**src/rtl/aabbq_ram.sv**
```systemverilog
// ----------------------------------------------------------------------------
// aabbq_ram
// Generic single write port RAM with one registered read port.
// ----------------------------------------------------------------------------
module aabbq_ram #(
    parameter int WIDTH = 8,
    parameter int DEPTH = 16,
    localparam int AW = (DEPTH > 1) ? $clog2(DEPTH) : 1
) (
    input  logic             clk,
    input  logic             we,
    input  logic [AW-1:0]    waddr,
    input  logic [WIDTH-1:0] wdata,
    input  logic             re,
    input  logic [AW-1:0]    raddr,
    output logic [WIDTH-1:0] rdata
);

    logic [WIDTH-1:0] mem [DEPTH];
    logic [WIDTH-1:0] rdata_reg;

    always_ff @(posedge clk)
    begin
        if (we)
        begin
            mem[waddr] <= wdata;
        end
        if (re)
        begin
            rdata_reg <= mem[raddr];
        end
    end

    assign rdata = rdata_reg;

endmodule

```
**config.mk**
```make
export PLATFORM = sky130hd
export DESIGN_NAME = aabbq_ram
export DESIGN_NICKNAME = d
export VERILOG_FILES = /design/src/rtl/aabbq_ram.sv
export SDC_FILE = /design/constraint.sdc
export NUM_CORES = 1
export LEC_CHECK = 0
export ABC_AREA = 1
export BUFFER_PORTS_ARGS = -buffer_cell sky130_fd_sc_hd__buf_2
export CORE_MARGIN = 3
export CORE_UTILIZATION = 52
export CTS_CLUSTER_SIZE = 10
export DETAILED_ROUTE_END_ITERATION = 7
export PLACE_DENSITY = 0.69
export SYNTH_ARGS = -nofsm -noshare
export SYNTH_HDL_FRONTEND = slang
export SYNTH_SLANG_ARGS = --single-unit
```
**constraint.sdc**
```tcl
create_clock -name clk -period 2.1 [get_ports clk]
set_input_delay 0.21 -clock clk [delete_from_list [all_inputs] [get_ports clk]]
set_output_delay 0.21 -clock clk [all_outputs]
set_load 0.02 [all_outputs]
```
# Word level (Yosys, flattened, before mapping)
# Memories as Yosys holds them, arrays and structs flattened. A register that Yosys moved wholly into a read port is not among the register bits.
# Index checks and enable logic that the tools add are counted.
word_totals:
  n_memories: 1
  mem_bits_rw: 128
  out_inout_bits: 8
  wordCells: 3
  ff_bits: 0
  input_bits: 19
op_classes:
  muxes: 2
memory_table:
  columns: ["name", "words", "word_bits", "rd", "rd_ports_with_merged_regs", "write_ports", "line_no", "rtl"]
  rows:
  - ["mem", 16, 8, 1, 1, 1, "19", "logic [WIDTH-1:0] mem [DEPTH];"]
op_table:
  columns: ["cell", "count"]
  rows:
  - ["two-way mux 1 bit", 2]

# Logic depth before layout (Yosys ltp)
logic_depth:
  ltp_word: 2
  ltp_mapped: 8

# Least setup slack after synthesis
# No wires, ideal clock.
synth_timing:
  kind: "input to register"
  from: "input waddr[2]"
  to: "memory mem[10][0] (enable)"
  slack_ns: 0.939
  t_arrival_ns: 0.791
  cell_stages: 2
  n_path_buf: 0
  t_required_ns: 1.730
  path_cell_list: "nand3b_1 nor2_1"
synth_rtl:
  columns: ["item", "line_no", "rtl"]
  rows:
  - ["start, declared", "12", "input logic [AW-1:0] waddr,"]
  - ["end, declared", "19", null]
# No word-level cell before the write port.

==> summary.md <==
| Metric | Value |
|---|---|
| Slowest cell on the critical path | `edfxtp_1` |
| Vias per inst | `~5.3` |
| Mux cell area share after synthesis | `0%` |
| Clock Path Buffers | `2` |
| Final Cell Area | `approximately 6700 sq um` |
| Critical Path Source | `mem[9][5]` |
| Synth cell types | `11` |
| Async S/R FF share, synth | `0%` |
| Synth area leaders | `edfxtp_1 (70%), nand2_1 (11%), nand3_1 (8.3%)` |
| Initial DRC count | `roughly 440` |
| DR DRC count | `0` |
| Sequential area share after synthesis | `between 60% and 70%` |
| Part of the cycle the worst path needs | `between 50% and 60%` |
| Routability cong. | `about 0.87` |
| Synth Area in Compound Gates | `0%` |
| Routed via count | `approximately 4,000` |
| Worst Setup Path Type | `reg -> reg` |
| Final Core Density | `about three fifths` |
| Initial Utilization | `between 50% and 60%` |
| Largest net degree at the start of global routing | `65` |
| Placed cell area | `between 6000 and 7000 sq um` |
| First-pass GRT wire length | `21,380 microns` |
| CTS tree | `built` |
| Post-Route WL | `13,240 microns` |
| Clock root cell | `clkbuf_16` |
| Avg Cell Area, Syn | `between 10 and 15 sq um` |
| Cts bufs inserted | `17` |
| I/O Pins | `27` |
| Met1 Use GR | `32.55%` |
| FF-to-FF End | `rdata[5]` |
| Status | `completed` |
| Core Rows | `38` |
| Layout area overhead | `13.87%` |
| Cell Pwr Density | `about 950 nW/um^2` |
| CP endpoint | `rdata[5]` |
| # diodes | `0` |
| Tmin final | `~1.2 ns` |
| Detail Route Antenna Nets | `0` |
| Core area | `10,940 sq um` |
| Tightest Hold Check Type | `in -> reg` |
| Largest family of logic cells by synthesized area | `simple AND/OR/NAND/NOR gates` |
| #FFs+latches synth | `136` |
| Top-count cell post-synth | `nand2_1` |
| Busiest grt layer | `met2` |
| Area taken by multi-input logic gates | `1214 sq um` |
| RSZ-0062 raised after global routing | `false` |
| Worst R2R Path Depth | `6` |
| Critical path depth | `6` |
| Buffer and inverter count on the worst path | `1` |
| IO Port Bufs | `26` |
| # resized after CTS | `0` |
| Worst relative slew slack | `between 50 and 60%` |
| Fillcell total | `around 900` |
| Most used DFF post-synth | `edfxtp_1` |
| Number of synthesis warnings | `0` |
| Chip width | `roughly 110 microns` |
| Total die area | `12,550 sq um` |
| Post-synth EDFFs | `about 140` |
| Largest area contributor in the netlist | `edfxtp_1` |
| Sink Count | `136` |
| GR Util met3 | `under 10%` |
| DP HPWL | `7839 microns` |
| Die Ht | `~110 microns` |
| Max-slew violations | `0` |
| Met2 global-route usage | `34.53%` |
| Critical-path cell list | `inv_1 > nand2_1 > nand3_1 > nand3_1 > nand3_1 > nand2_1` |
| Wirelength per Cell | `about 18 microns` |
| Synthesized area | `between 5000 and 6000 sq um` |
| Total grt overflow | `0` |
| Initial antenna violation count | `0` |
| Xor-xnor portion of the synthesized cell area | `0%` |
| Nets | `604` |
| Clk_skew | `0.007351 ns` |
| R2R setup slack | `between 0.8 and 0.9 ns` |
| CP max FO | `1` |
| Peak per-stage delay on the critical path | `0.37 ns` |
| CP top delay family | `simple AND/OR/NAND/NOR gates` |
| Startpoint types | `flip-flop` |
| Peak VDD IR | `about 0.47 mV` |
| Mapped Cells | `roughly 550` |
| Final hold violation count | `0` |
| Top cells by count, synth | `nand2_1 (173), edfxtp_1 (136), inv_1 (100)` |
| Max-Cap Viols | `0` |
| Final number of setup-violating endpoints | `0` |
| Largest register FFs | `between 100 and 150` |
| Worst r2r src | `mem[9][5]` |
| Fmax | `between 800 and 900 MHz` |
| Clock Pin Slew Worst Setup and Hold Paths | `roughly 0.06 ns` |
| Arrival @ worst endpoint | `about 1.4 ns` |
| Register Area | `roughly 4000 sq um` |
| Synth Area in Adders | `0%` |
| Worst EP required | `2.26 ns` |
| Worst setup margin | `~0.87 ns` |
| DRT Pass-1 Iters | `5` |
| Vias in the first global route | `3,853` |
| Synthesized Nets | `570` |
| Simple logic cell fraction of the synthesized area | `20.76%` |
| Place WS | `0.5171 ns` |
| Worst-margin pin slew | `around 0.73 ns` |
| Yosys top cell area share | `between 60% and 70%` |
| Share of cells above drive strength 1 | `between 10 and 15%` |
| Cell mode on critical path | `nand3_1` |
| Postcts setup bufs | `0` |
| CTS Hold Buffers Added | `0` |
| Worst skew pair latency | `approximately 0.42 ns` |
| Sum Neg Setup Slack | `0 ns` |
| H-tree levels | `4` |
| Leak Pwr | `between 2 and 3 nW` |
| Crit end category | `flip-flop` |
| Overall Global Routing Usage | `a little under a quarter` |
cell families (layout without fill, tap and decap cells):
family,after synthesis,in the layout
and+or+nand+nor,289,289
buffers and inverters,126,172
DFF,136,136
layout make-up:
class / count / area share (%)
flip-flops and latches: 136 / 61.34
multi-input cells: 289 / 18.23
clock buffers: 18 / 6.446
inverters: 102 / 5.751
repair buffers: 39 / 3.608
well taps: 140 / 2.631
clock inverters: 13 / 1.992
power breakdown:
group          internal (mW)  switching (mW)
Sequential              3.06          0.0157
Combinational          0.102           0.278
Clock                   1.73            1.11
stage by stage:
| stage | std cells | total power, mW | hold WS, ns |
|---|---|---|---|
| 5_1_grt | 737 | 6.500 | 0.1701 |
| 3_3_place_gp | 706 | 3.504 | 0.5915 |
| 2_1_floorplan | 551 | 3.360 | 0.3089 |
| 3_5_place_dp | 706 | 3.510 | 0.5951 |
| 6_report | 737 | 6.294 | 0.1827 |
| 4_1_cts | 737 | 6.316 | 0.1638 |
routing by layer:
layer	vias to the layer above	routed length (microns)
met5	-	0
met4	0	163
met3	15	1070
met2	171	6178
met1	1849	5829
li1	1851	-
placed cells by master (no fill, tap or decap):
cell / instances
buf_12: 1
buf_2: 26
buf_4: 12
bufinv_16: 2
clkbuf_1: 1
clkbuf_16: 17
clkinv_1: 2
clkinv_2: 2
clkinv_4: 2
clkinvlp_4: 5
edfxtp_1: 136
inv_1: 100
inv_2: 2
nand2_1: 173
nand3_1: 97
nand3b_1: 2
nor2_1: 17
worst min path at each step:
stage,from,to,slack (ns),cells past startpoint
floorplan,wdata[0],mem[0][0],0.31,0
global placement,re,rdata[1],0.59,1
detailed placement,re,rdata[1],0.60,1
CTS,re,rdata[5],0.16,1
global route,re,rdata[2],0.17,1
finish,re,rdata[5],0.18,1
(Power assumes the default switching activity.)
