**config.mk**
```make
export PLATFORM = sky130hd
export DESIGN_NAME = aabbq_members
export DESIGN_NICKNAME = d
export VERILOG_FILES = /design/src/rtl/aabbq_pkg.sv /design/src/rtl/aabbq_ram.sv /design/src/rtl/aabbq_members.sv
export SDC_FILE = /design/constraint.sdc
export NUM_CORES = 1
export LEC_CHECK = 0
export BUFFER_PORTS_ARGS = -buffer_cell sky130_fd_sc_hd__buf_4
export CORE_MARGIN = 8
export CORE_UTILIZATION = 40
export DETAILED_ROUTE_END_ITERATION = 7
export SLEW_MARGIN = 40
export SYNTH_ARGS = -nofsm -noshare
export SYNTH_HDL_FRONTEND = slang
export SYNTH_SLANG_ARGS = --single-unit
```
**constraint.sdc**
```tcl
create_clock -name clk -period 8.25 [get_ports clk]
set_input_delay 1.2375 -clock clk [delete_from_list [all_inputs] [get_ports clk]]
set_output_delay 1.2375 -clock clk [all_outputs]
set_load 0.1 [all_outputs]
```
**src/rtl/aabbq_pkg.sv**
```systemverilog
// ----------------------------------------------------------------------------
// aabbq_pkg
// Shared types, codes and defaults for the AABB collision group query block.
// ----------------------------------------------------------------------------
package aabbq_pkg;

    // default sizes, handed to the top level parameters
    localparam int DEF_MAX_OBJECTS   = 64;
    localparam int DEF_NUM_SHAPES    = 16;
    localparam int DEF_LIST_CAPACITY = 32;

    // field widths fixed by the item format
    localparam int OP_W    = 3;
    localparam int ID_W    = 6;
    localparam int BOX_W   = 4;
    localparam int GRP_W   = 3;
    localparam int POS_W   = 16;
    localparam int EXT_W   = 15;
    localparam int CNT_W   = 6;
    localparam int KIND_W  = 2;
    localparam int MASK_W  = 7;
    localparam int CFG_W   = 3;
    localparam int NUM_CFG = 8;

    // box bounds: corner + position + extent, exact
    localparam int XY_W = POS_W + 2;

    // groups with member lists
    localparam int NUM_GROUPS = 6;
    localparam logic [GRP_W-1:0] GRP_FIRST = 3'd1;
    localparam logic [GRP_W-1:0] GRP_LAST  = 3'd6;

    // operation codes
    localparam logic [OP_W-1:0] OP_WR_OBJ = 3'd0;
    localparam logic [OP_W-1:0] OP_WR_BOX = 3'd1;
    localparam logic [OP_W-1:0] OP_APPEND = 3'd2;
    localparam logic [OP_W-1:0] OP_CLEAR  = 3'd3;
    localparam logic [OP_W-1:0] OP_QUERY  = 3'd4;

    // result kinds
    localparam logic [KIND_W-1:0] KIND_HIT  = 2'd0;
    localparam logic [KIND_W-1:0] KIND_DONE = 2'd1;
    localparam logic [KIND_W-1:0] KIND_OVF  = 2'd2;

    typedef struct packed {
        logic [BOX_W-1:0]        box;
        logic [GRP_W-1:0]        grp;
        logic signed [POS_W-1:0] x;
        logic signed [POS_W-1:0] y;
    } obj_rec_t;

    typedef struct packed {
        logic signed [POS_W-1:0] cx;
        logic signed [POS_W-1:0] cy;
        logic [EXT_W-1:0]        w;
        logic [EXT_W-1:0]        h;
    } shape_rec_t;

    // member list update request
    typedef struct packed {
        logic             append;
        logic             clear;
        logic [GRP_W-1:0] grp;
        logic [ID_W-1:0]  oid;
    } mem_cmd_t;

endpackage

```
**src/rtl/aabbq_ram.sv**
```systemverilog
// ----------------------------------------------------------------------------
// aabbq_ram
// Generic single write port RAM with one registered read port.
// ----------------------------------------------------------------------------
module aabbq_ram #(
    parameter int WIDTH = 8,
    parameter int DEPTH = 16,
    localparam int AW = (DEPTH > 1) ? $clog2(DEPTH) : 1
) (
    input  logic             clk,
    input  logic             we,
    input  logic [AW-1:0]    waddr,
    input  logic [WIDTH-1:0] wdata,
    input  logic             re,
    input  logic [AW-1:0]    raddr,
    output logic [WIDTH-1:0] rdata
);

    logic [WIDTH-1:0] mem [DEPTH];
    logic [WIDTH-1:0] rdata_reg;

    always_ff @(posedge clk)
    begin
        if (we)
        begin
            mem[waddr] <= wdata;
        end
        if (re)
        begin
            rdata_reg <= mem[raddr];
        end
    end

    assign rdata = rdata_reg;

endmodule

```
**src/rtl/aabbq_members.sv**
```systemverilog
// ----------------------------------------------------------------------------
// aabbq_members
// Per-group member lists: list RAM plus fill counts, append and clear.
// ----------------------------------------------------------------------------
module aabbq_members #(
    parameter int LIST_CAPACITY = aabbq_pkg::DEF_LIST_CAPACITY,
    localparam int LIST_AW = (LIST_CAPACITY > 1) ? $clog2(LIST_CAPACITY) : 1
) (
    input  logic                        clk,
    input  logic                        rst_n,
    input  aabbq_pkg::mem_cmd_t         cmd,
    input  logic [aabbq_pkg::GRP_W-1:0] rd_grp,
    input  logic [LIST_AW-1:0]          rd_idx,
    input  logic                        rd_en,
    output logic [aabbq_pkg::ID_W-1:0]  rd_id,
    output logic [aabbq_pkg::CNT_W-1:0] count
);

    localparam int GW    = aabbq_pkg::GRP_W;
    localparam int DEPTH = aabbq_pkg::NUM_GROUPS << LIST_AW;

    logic [aabbq_pkg::CNT_W-1:0] count_reg [aabbq_pkg::NUM_GROUPS];

    logic [GW-1:0]          sel_grp;
    logic [GW-1:0]          sel_idx;
    logic                   grp_ok;
    logic                   has_room;
    logic                   wr_en;
    logic [GW+LIST_AW-1:0]  waddr;
    logic [GW+LIST_AW-1:0]  raddr;
    logic [GW-1:0]          rd_gidx;

    always_comb
    begin
        sel_grp  = (cmd.append || cmd.clear) ? cmd.grp : rd_grp;
        grp_ok   = sel_grp inside {[aabbq_pkg::GRP_FIRST:aabbq_pkg::GRP_LAST]};
        sel_idx  = sel_grp - GW'(1);
        count    = grp_ok ? count_reg[sel_idx] : '0;
        has_room = int'(count) < LIST_CAPACITY;
        wr_en    = cmd.append && grp_ok && has_room;
        waddr    = {sel_idx, count[LIST_AW-1:0]};
        rd_gidx  = rd_grp - GW'(1);
        raddr    = {rd_gidx, rd_idx};
    end

    always_ff @(posedge clk or negedge rst_n)
    begin
        if (!rst_n)
        begin
            for (int i = 0; i < aabbq_pkg::NUM_GROUPS; i++)
            begin
                count_reg[i] <= '0;
            end
        end
        else if (cmd.clear && grp_ok)
        begin
            count_reg[sel_idx] <= '0;
        end
        else if (wr_en)
        begin
            count_reg[sel_idx] <= count + aabbq_pkg::CNT_W'(1);
        end
    end

    aabbq_ram #(
        .WIDTH (aabbq_pkg::ID_W),
        .DEPTH (DEPTH)
    ) u_list_ram (
        .clk   (clk),
        .we    (wr_en),
        .waddr (waddr),
        .wdata (cmd.oid),
        .re    (rd_en),
        .raddr (raddr),
        .rdata (rd_id)
    );

    // a list never holds more than its capacity
    a_count_bound: assert property (@(posedge clk) disable iff (!rst_n)
        int'(count) <= LIST_CAPACITY)
        else $error("member count above capacity");

    // a clear empties the list by the next cycle
    a_clear_empties: assert property (@(posedge clk) disable iff (!rst_n)
        (cmd.clear && grp_ok) |=> count_reg[$past(sel_idx)] == '0)
        else $error("clear did not empty the list");

    // an append to a list with room grows it by one
    a_append_grows: assert property (@(posedge clk) disable iff (!rst_n)
        (wr_en && !cmd.clear) |=>
            count_reg[$past(sel_idx)] == $past(count) + aabbq_pkg::CNT_W'(1))
        else $error("append did not grow the list");

endmodule

```
Word level (Yosys, flattened, before mapping):

Memories as Yosys holds them, arrays and structs flattened. A register that Yosys moved wholly into a read port is not among the register bits.
Cells that the tools add are included.

* register bits after elaboration: 36
* bits in latches: 0
* memory bits (writable): 1152
* memory bits (read-only): 0
* bits of input ports: 22
* word-level logic and storage cells: 37
* memories: 1

* $add $sub $neg: 3
* multipliers: 0
* div/mod/pow operators: 0
* magnitude comparators: 5
* eq/ne operators: 0
* shift-type cells: 0
* mux-type cells: 12
* bitwise gates (word level): 3
* reduce and logical (&&, ||, !) cells: 7

Memory list
* u_list_ram.mem: depth 192, width 6, read ports 1, clocked after memory_dff 1, write ports 1, line aabbq_ram.sv:19 `logic [WIDTH-1:0] mem [DEPTH];`

Operator list (count)
* two-way mux 36 bit: 2
* AND 36 bit: 1
* bitwise mux 36 bit: 1
* inverter 36 bit: 1
* two-way mux 6 bit: 4
* binary-select mux 6 bit (select 3 bit): 1
* demux 6 bit (select 3 bit): 1
* adder 6 x 1 -> 6 bit (second input constant): 1
* < comparator 6 bit (second input constant): 1
* subtractor 3 x 1 -> 3 bit (second input constant): 2
* logical AND 1 bit: 5
* >= comparator 4 bit (second input constant): 1
* < comparator 4 x 1 -> 1 bit (second input constant): 1
* inverter 3 -> 4 bit: 1
* >= comparator 3 x 1 -> 1 bit (second input constant): 1
* less-or-equal comparator 3 bit (second input constant): 1
* two-way mux 3 bit: 1
* two-way mux 1 bit: 2
* nonzero test 2 bit: 1
* logical OR 1 bit: 1

Logic depth before layout (Yosys ltp):

* word-level depth: 12
* depth in mapped cells: 13

Hierarchy:

Synthesis repeated with hierarchy kept, for this count alone.

* cell total of the unflattened synthesis: 2402
* area, all modules: 47511.8 sq um

Modules (own cells, without submodules)
* aabbq_ram: times used 1, cells an instance 2189, area an instance 45278.4 sq um, sequential area each 34773.4 sq um
* aabbq_members: times used 1, cells an instance 213, area an instance 2233.4 sq um, sequential area each 900.9 sq um

Worst setup path after synthesis:

No wires, ideal clock.

* path kind: input -> register
* start: input port cmd[10] (netlist bit)
* end: memory u_list_ram.mem[148][0] (netlist bit) (enable)
* library setup time: 0.280 ns
* data arrival time: 5.077 ns
* setup slack: 2.893 ns
* cell stages on the path: 10
* path buffers: 4
* cell sequence: buf_2 or2_1 buf_2 mux2i_4 xnor2_1 mux2i_1 nand2b_1 clkbuf_1 buf_1 nor3_1

* word-level cells in the longest chain between the ends: 12
* elaborated cells on any way between the ends: 16
* classes of those cells: add/sub: 1; order compare: 3; mux: 7; bitwise: 1; reduce/logical: 4

Ends and longest elaborated chain
* start, declared: line aabbq_members.sv:11 `input aabbq_pkg::mem_cmd_t cmd,`
* logical OR 1 bit (*): line aabbq_members.sv:35 `sel_grp = (cmd.append || cmd.clear) ? cmd.grp : rd_grp;`
* two-way mux 3 bit (*): line aabbq_members.sv:35
* subtractor 3 x 1 -> 3 bit: line aabbq_members.sv:37 `sel_idx = sel_grp - GW'(1);`
* inverter 3 -> 4 bit (implied by the code): line aabbq_members.sv:38 `count = grp_ok ? count_reg[sel_idx] : '0;`
* binary-select mux 6 bit (select 3 bit): line aabbq_members.sv:38
* two-way mux 6 bit (implied by the code) (2 in a row): line aabbq_members.sv:38
* two-way mux 6 bit (*): line aabbq_members.sv:38
* via count, one bit: line aabbq_members.sv:16 `output logic [aabbq_pkg::CNT_W-1:0] count`
* < comparator 6 bit (*): line aabbq_members.sv:39 `has_room = int'(count) < LIST_CAPACITY;`
* logical AND 1 bit (*): line aabbq_members.sv:40 `wr_en = cmd.append && grp_ok && has_room;`
* two-way mux 1 bit (*): line aabbq_ram.sv:24 `if (we)`
* two-way mux 1 bit (implied by the code) (*): line aabbq_ram.sv:26 `mem[waddr] <= wdata;`
* end, declared: line aabbq_ram.sv:19

The timed path passes the listed nets; every way through them passes the cells marked *. The select of a mux whose other input is x is not followed.

Final worst setup path:

* start: input port cmd[10] (netlist bit)
* end: output port count[4] (netlist bit)

* word-level cells in the longest chain between the ends: 8
* elaborated cells on any way between the ends: 11
* classes of those cells: add/sub: 1; order compare: 2; mux: 5; bitwise: 1; reduce/logical: 2

Ends and longest elaborated chain (line)
* logical OR 1 bit (*): aabbq_members.sv:35
* two-way mux 3 bit (*): aabbq_members.sv:35
* subtractor 3 x 1 -> 3 bit: aabbq_members.sv:37
* inverter 3 -> 4 bit (implied by the code): aabbq_members.sv:38
* binary-select mux 6 bit (select 3 bit): aabbq_members.sv:38
* two-way mux 6 bit (implied by the code) (2 in a row): aabbq_members.sv:38
* two-way mux 6 bit (*): aabbq_members.sv:38
* end, declared: aabbq_members.sv:16

Mark *: on every way between the ends. The rest lies on a longest branch, timed or not. The select of a mux whose other input is x is not followed.

==> key figures <==
Status
  – Outcome: completed

Clock network
  – Hold-fix buffers, CTS: 0
  – Cts bufs inserted: 117
  – CTS root buffer: clkbuf_16
  – Clk sinks: about 1.2k
  – # resized after CTS: 0
  – CTS max path bufs: 3
  – H-Tree Depth: 3
  – Number of setup buffers added after CTS: 0
  – CTS tree: yes
  – Clock insertion delay at the later pin of the skew report: 0.69 ns
  – Reg clk slew, reported paths: 0.06 ns

Global routing
  – Initial antenna violation count: 1
  – Vias in the first global route: ~24k
  – First-pass GRT wire length: 167,000 um
  – Largest net degree at the start of global routing: 112
  – Gr ovfl total: 0
  – Gr usage total: 17.4%

Synth
  – Cell taking the most area after synthesis: edfxtp_1
  – #FFs+latches synth: roughly 1.2k
  – Main synth FF type: edfxtp_1
  – Mapped cell area: 0.0473 sq mm
  – Top cell type's share of synthesized area: 73.5%
  – Share of async-settable or async-resettable flops after synthesis: 3.02%
  – Yosys warns: 0
  – Post-Synthesis Cells: 2,239
  – Sequential area share after synthesis: roughly three quarters
  – Post-synth top cells: 1,158 x edfxtp_1, 349 x mux4_2, 133 x nor2_1
  – Unique cell type count in the Yosys netlist: 63
  – Syn Nets: 2,266
  – Most numerous cell in the Yosys netlist: edfxtp_1
  – EDFF count, synth: approximately 1.2k
  – Top area cells in the synthesized netlist: edfxtp_1 73%, mux4_2 17%, dfrtp_1 1.9%, nor2_1 1.1%, nor3_1 0.84%
  – Syn Area/Cell: 21.1 sq um

STA
  – Setup Viol. Count Final: 0
  – Tcrit/Tclk final: 64.9%
  – Max-slew violation count: 0
  – Layout Skew: about 0.020 ns
  – Worst-Margin Slew: 0.850 ns
  – Final Hold Viols: 0
  – RSZ-0062 raised after global routing: false
  – Final TNS setup: 0 ns
  – Max Freq: 0.187 GHz
  – Period minus WS final: roughly 5.4 ns
  – Relative slew slack: about 43%

Worst setup path
  – CP max stage delay: 0.73 ns
  – Worst path cell trace: buf_4 > or2_1 > mux2i_4 > xor2_2 > mux2i_2 > inv_2 > buf_4
  – Top Family by Delay on Critical Path: multiplexers
  – CP arrival: 4.11 ns
  – CP max FO: 19
  – Slowest CP cell: mux2i_2
  – Startpoint class of the critical path: primary input
  – CP most frequent cell: buf_4
  – CP bufs+invs: 3
  – Crit Path Category: primary input to primary output
  – WP data required: between 7 and 8 ns
  – Worst Setup End Kind: primary output

Final layout
  – Layout cells sized above 1: 27.6%
  – Fin nets: 2,317
  – Fin area: 0.0535 sq mm
  – Area Overhead vs Synth: 13.0%
  – Max reg flops: 1,152

Routing
  – Vias/cell: 5.86
  – Antenna Nets Post-Route: 0
  – Residual DRC: 0
  – Final Routed Wirelength: 114,000 um
  – Wire per inst: 29.1 um
  – Via count: 23.0k
  – First-pass iteration count of the detailed router: 5
  – DR iter-0 viols: roughly 2.6k

Floorplan
  – Core region area: between 0.1 and 0.15 sq mm
  – Die Height: 360 um
  – Die ar.: 0.130 sq mm
  – I/O pin cnt: 34
  – Initial Util: 40.2%
  – # rows: 126
  – Die X: 360 um

Power
  – P per Cell Area: 240 mW/mm^2
  – Worst vdd rail ir drop: 0.000207 V
  – Pleak: 16.3 nW
  – Pwr Total: around 13 mW

Place
  – Detailed Place HPWL: 69,900 um
  – I/O Buffers: 33
  – Final GP Congestion: 0.921
  – Placed cell area: 0.0494 sq mm

Job
  – Max Cap Viol: 0

Hold path
  – Min-delay worst type: flip-flop to flip-flop
[cells by family after synthesis]
group | after synthesis | synth area share (%)
xor gates and xnor gates | 5 | 0.108
adders and majority gates | 5 | 0.132
muxes | 374 | 17.2
DFF | 1194 | 75.4
and+or+nand+nor | 379 | 3.68
AOI/OAI and AO/OA | 143 | 2.35
buffers and inverters | 139 | 1.19
[final cells by class]
type                    count  area, sq um
flip-flops and latches   1194        35700
multi-input cells         906        11400
fillers                  9643        64300
clock inverters            62          612
clock buffers             154         3170
well taps                1536         1920
diodes                      1         2.50
repair buffers             60          687
inverters                  11         42.5
[metrics by stage]
stage / instances / hold WS [ns] / utilization, % / setup slack (ns)
6_report: 3924 / 0.494 / 45.4 / 2.90
5_1_grt: 3923 / 0.508 / 45.4 / 2.73
4_1_cts: 3919 / 0.469 / 45.1 / 2.99
3_5_place_dp: 3703 / 0.474 / 41.9 / 2.46
3_3_place_gp: 3701 / 0.488 / 41.8 / 2.68
2_1_floorplan: 2239 / 0.448 / - / 2.89
[layer usage]
metal / global-route usage, % / vias to the layer above / share of wire [%]
li1: - / 9559 / -
met1: 23.4 / 12274 / 41
met2: 27.8 / 990 / 48
met3: 4.08 / 178 / 7.7
met4: 5.99 / 0 / 3.3
met5: 0 / - / 0
[where the power goes]
part           switching, mW  internal [mW]
clock network           2.22           3.04
registers             0.0251           6.69
logic                  0.581          0.286
[cell usage in the layout (no fill, tap or decap), types with 14 or more instances in the layout]
cell	n
clkbuf_1	32
a21oi_1	16
nand2_2	20
nand2_1	65
clkinv_1	23
dfrtp_1	36
nor3_1	36
nor3_2	43
mux4_2	349
buf_4	37
edfxtp_1	1158
mux2i_1	16
nor2_1	132
o2bb2ai_1	24
clkinv_2	19
and3_1	14
nand3_1	20
clkbuf_16	122
[worst paths after layout]
kind                                    start                    end  slack (ns)  cells after the start
worst max-delay path                  cmd[10]               count[4]        2.90                      7
worst min-delay path            count_reg[26]          count_reg[26]        0.49                      1
worst min register to register  count_reg[26]          count_reg[26]        0.49                      1
max in group asynchronous               rst_n           count_reg[6]        7.44                      1
min in group asynchronous               rst_n           count_reg[3]        0.50                      1
worst max register to register  count_reg[29]  u_list_ram.mem[15][0]        4.47                      6
No activity file was read; power rests on OpenSTA's default activity.
